File: config.mk
export PLATFORM = sky130hd
export DESIGN_NAME = lbd_res_fifo
export DESIGN_NICKNAME = d
export VERILOG_FILES = /design/src/hdl/lbd_pkg.sv /design/src/hdl/lbd_res_fifo.sv
export SDC_FILE = /design/constraint.sdc
export NUM_CORES = 1
export LEC_CHECK = 0
export BUFFER_PORTS_ARGS = -buffer_cell sky130_fd_sc_hd__buf_4
export CAP_MARGIN = 10
export CORE_MARGIN = 2
export CORE_UTILIZATION = 40
export DETAILED_ROUTE_END_ITERATION = 12
export PLACE_DENSITY = 0.71
export RECOVER_POWER = 50
export SLEW_MARGIN = 20
export SYNTH_ARGS = -nofsm -noshare
export SYNTH_HDL_FRONTEND = slang
export SYNTH_SLANG_ARGS = --single-unit
File: constraint.sdc
create_clock -name clk_i -period 3.4 [get_ports clk_i]
set_input_delay 0 -clock clk_i [delete_from_list [all_inputs] [get_ports clk_i]]
set_output_delay 0 -clock clk_i [all_outputs]
set_load 0.005 [all_outputs]
File: src/hdl/lbd_pkg.sv
// ----------------------------------------------------------------------------
// lbd_pkg
// shared types, constants and plane geometry helpers of the deinterlacer
// ----------------------------------------------------------------------------
`default_nettype none

package lbd_pkg;

  localparam int unsigned MaxLineDef = 4096;
  localparam int unsigned BlockRows  = 8;
  localparam int unsigned RowCap     = 4096;
  localparam int unsigned PixW       = 8;
  localparam int unsigned PosW       = 12;
  localparam int unsigned DimW       = 13;
  localparam int unsigned AddrW      = 3;
  localparam int unsigned DataW      = 32;
  localparam int unsigned ResDepth   = 4;

  localparam logic [DimW-1:0] FrameWidthRst  = 13'd720;
  localparam logic [DimW-1:0] FrameHeightRst = 13'd480;

  typedef enum logic [0:0] {
    RegFrameWidth  = 1'b0,
    RegFrameHeight = 1'b1
  } reg_idx_e;

  typedef struct packed {
    logic [PixW-1:0] pixel_out;
    logic [PosW-1:0] out_row;
    logic [PosW-1:0] out_col;
    logic            last_of_item;
  } res_t;

  typedef struct packed {
    logic [1:0] cnt;
    res_t       first;
    res_t       second;
  } push_t;

  function automatic logic [DimW-1:0] plane_dim(input logic [DimW-1:0] v, input logic half,
                                                input logic [DimW-1:0] cap);
    logic [DimW-1:0] d;
    d = half ? (v >> 1) : v;
    if (d == '0) d = DimW'(1);
    if (d > cap) d = cap;
    return d;
  endfunction

  function automatic logic [PosW-1:0] filter_limit(input logic [DimW-1:0] h);
    logic [DimW-1:0] up;
    logic [DimW-1:0] hm2;
    up  = '0;
    hm2 = h - DimW'(2);
    if (h > DimW'(BlockRows)) begin
      up = ((h - DimW'(8)) + DimW'(BlockRows - 1)) / DimW'(BlockRows) * DimW'(BlockRows);
      if (up > hm2) up = hm2;
    end
    return up[PosW-1:0];
  endfunction

endpackage

`default_nettype wire

File: src/hdl/lbd_res_fifo.sv
// ----------------------------------------------------------------------------
// lbd_res_fifo
// small result queue, takes up to two results a cycle and gives one
// ----------------------------------------------------------------------------
`default_nettype none

module lbd_res_fifo (
  input  wire logic                           clk_i,
  input  wire logic                           rst_ni,
  input  wire lbd_pkg::push_t                 push_i,
  input  wire logic                           pop_i,
  output lbd_pkg::res_t                       head_o,
  output logic                                valid_o,
  output logic [$clog2(lbd_pkg::ResDepth):0]  count_o
);

  localparam int unsigned PtrW = $clog2(lbd_pkg::ResDepth);

  lbd_pkg::res_t   mem_q [lbd_pkg::ResDepth];
  logic [PtrW-1:0] wptr_q, wptr_d, rptr_q, rptr_d;
  logic [PtrW:0]   cnt_q, cnt_d;
  logic [PtrW-1:0] wptr_nx;

  assign wptr_nx = wptr_q + PtrW'(1);
  assign wptr_d  = wptr_q + PtrW'(push_i.cnt);
  assign rptr_d  = rptr_q + PtrW'(pop_i);
  assign cnt_d   = cnt_q + (PtrW+1)'(push_i.cnt) - (PtrW+1)'(pop_i);

  always_ff @(posedge clk_i or negedge rst_ni) begin
    if (!rst_ni) begin
      wptr_q <= '0;
      rptr_q <= '0;
      cnt_q  <= '0;
    end else begin
      wptr_q <= wptr_d;
      rptr_q <= rptr_d;
      cnt_q  <= cnt_d;
    end
  end

  always_ff @(posedge clk_i) begin
    if (push_i.cnt != 2'd0) begin
      mem_q[wptr_q] <= push_i.first;
    end
    if (push_i.cnt == 2'd2) begin
      mem_q[wptr_nx] <= push_i.second;
    end
  end

  assign head_o  = mem_q[rptr_q];
  assign valid_o = (cnt_q != '0);
  assign count_o = cnt_q;

endmodule

`default_nettype wire

==> run summary <==
outcome: complete, but fails checks
first-pass GRT wire length: 24,800 um
Nets: 651
CP startpoint kind: flop
pwr/cell area: 746 nW/um^2
Fin Setup TNS: 0 ps
Vert. Die Dim: 135 um
Req. time, crit path: 3560 ps
fmax: 336 MHz
Clk pin slew, worst setup/hold paths: 60 ps
Post-DP HPWL: 9490 um
vias per inst: 5.12
failing checks: capacitance limit, slew limit
core footprint: 16,600 um^2
most frequent cells in the layout: edfxtp_1 (132), mux2_2 (123), dlygate4sd3_1 (104), buf_4 (92), mux4_2 (33)
Avg Cell Area, Syn: 19.1 um^2
initial antenna violation count: 0
Routed WL: 15,600 um
total die area: 18,100 um^2
Worst-Margin Slew: 1670 ps
layout cells sized above 1: 51.6%
vias in the first global route: 4,675
most common cell after layout, fill and taps aside: edfxtp_1
Mapped Cells: 357
syn nets: 434
clock buffer depth: 2
post-route antenna net violation count: 0
Max VDD drop: 0.000380 V
ys flop type: edfxtp_1
Final setup viols: 0
Die X: 135 um
I/O pin total: 108
post-synthesis compound-gate area fraction: 0.294%
Synth Area in Simple Gates: 1.14%
Synth Area in Adders: 1.21%
Slew Limit Fails: 18
Antenna Cells: 0
EDFF count, synth: 132
synthesis warning total: 0
DR vias: 4,133
WL/cell: 19.3 um
Reg2Reg Depth: 4
CTS root buf: clkbuf_16
Area Growth Syn to Fin: 38.6%
DRC Markers: 0
CTS Buf Count: 17
total track usage: 18.3%
CP Capture Type: flop
Crit. Startpoint: wptr_q[1]
Crit Reg-Reg Endpoint: mem_q[2][8]
Tcrit/Tclk final: 87.7%
TritonRoute pass-1 iters: 4
Initial DRC Count: 176
CP Class: flop to flop
GP Congestion: 0.715
CP Capture Point: mem_q[2][8]
Mapped Area: 6820 um^2
H-Tree Depth: 4
fraction of registers with async set/reset: 5.04%
post_cts resized: 0
gr ovfl total: 0
Final Hold Viols: 0
Hold Path Class: input port to flop
I/O Buffers: 107
reg-to-reg startpoint: wptr_q[1]
Max-slew headroom: -11.5%
Worst Clk Skew: 20.7 ps
reg-to-reg setup timing slack: 420 ps
Static Leak: 3.47 nW
Seq/Total Area, Yosys: 60.7%
crit path max fanout: 18
pre-CTS setup slack: 874 ps
Clk Latency, worst-skew pair: 420 ps
number of library cell types mapped by synthesis: 21
largest net degree at the start of global routing: 35
Maximum Capacitance Violations: 1
Synth Area in XOR/XNOR: 0.642%
largest family of logic cells by synthesized area: multiplexers
Worst EP arrival: 3140 ps
post-synthesis mux area share: 32.8%
setup ws final: 420 ps
clk sink count: 139
Core Rows: 47
RSZ-0062 raised after global routing: false
initial core utilization: 41.0%
fin crit period: 2980 ps
TritonCTS clock tree: yes
Fillers: 1,294
FF+latch count, synth: 139
## state kept, by name (all words and copies together) (netlist names)
signal and count:
mem_q 132, count_o 3, rptr_q 2, wptr_q 2
## power by group
group | switching (mW) | internal [mW] | total, mW
Clock | 0.662 | 1.15 | 1.82
Sequential | 0.318 | 2.55 | 2.87
Combinational | 1.01 | 1.35 | 2.36
Total | 1.99 | 5.06 | 7.05
## cells by family (layout without fill, tap and decap cells)
| group | count (synthesis) | count (layout) |
|---|---|---|
| AO/OA/AOI/OAI | 3 | 3 |
| XOR/XNOR | 5 | 5 |
| adder cells (fa/ha/maj) | 6 | 6 |
| buffers and inverters | 31 | 261 |
| flip-flops | 139 | 139 |
| multiplexers | 166 | 166 |
| AND/OR/NAND/NOR | 7 | 7 |
## routing by layer
| layer | routed length (um) | global-route usage [%] |
|---|---|---|
| met1 | 6580 | 22.7 |
| met2 | 8100 | 32.3 |
| met3 | 812 | 3.68 |
| met4 | 112 | 5.79 |
| met5 | 0 | 0 |
## how the worst min path moves through the flow
| stage | end | cells past startpoint | from |
|---|---|---|---|
| 6_report | rptr_q[0] | 3 | pop_i |
| 3_3_place_gp | count_o[2] | 1 | rst_ni |
| 4_1_cts | rptr_q[0] | 3 | pop_i |
| 5_1_grt | rptr_q[0] | 3 | pop_i |
| 2_1_floorplan | count_o[0] | 0 | rst_ni |
| 3_5_place_dp | count_o[2] | 1 | rst_ni |
## Yosys cell counts (3+ instances only)
cell type	instances	share of area (%)
buf_2	9	0.66
buf_6	12	2.0
clkbuf_1	3	0.17
dfrtp_1	7	2.6
edfxtp_1	132	58
ha_1	5	0.92
inv_1	7	0.39
mux2_1	9	1.5
mux2_2	123	20
mux4_2	33	11
xnor2_1	3	0.39
## through the flow
step | power, mW | std cells | area [um^2] | utilization (%) | hold WS [ps]
3_5_place_dp | 5.24 | 671 | 7870 | 47.3 | -175
4_1_cts | 7.20 | 807 | 9500 | 57.1 | 359
5_1_grt | 7.40 | 807 | 9450 | 56.8 | 403
3_3_place_gp | 5.14 | 669 | 7830 | 47.0 | -177
6_report | 7.05 | 807 | 9450 | 56.8 | 401
2_1_floorplan | 4.13 | 357 | 6820 | - | -296
## area by class of cell
cell class	instances	area [um^2]	share of cell area, %
Timing Repair Buffer	222	1950	20.6
Clock inverter	7	88.8	0.940
Sequential cell	139	4140	43.8
Tap cell	220	275	2.91
Inverter	7	26.3	0.278
Clock buffer	25	495	5.24
Multi-Input combinational cell	187	2480	26.2
## what timing repair did
item,in CTS,in global routing
buffers inserted,0,0
endpoints found under the hold margin,144,0
hold buffers,104,0
## worst max-delay path, stage by stage, from the launching register on
cell and delay (ps):
dfrtp_1 500, and4bb_1 870, buf_4 430, mux2_2 370
dlygate4sd3_1 550
(Power assumes the default switching activity.)
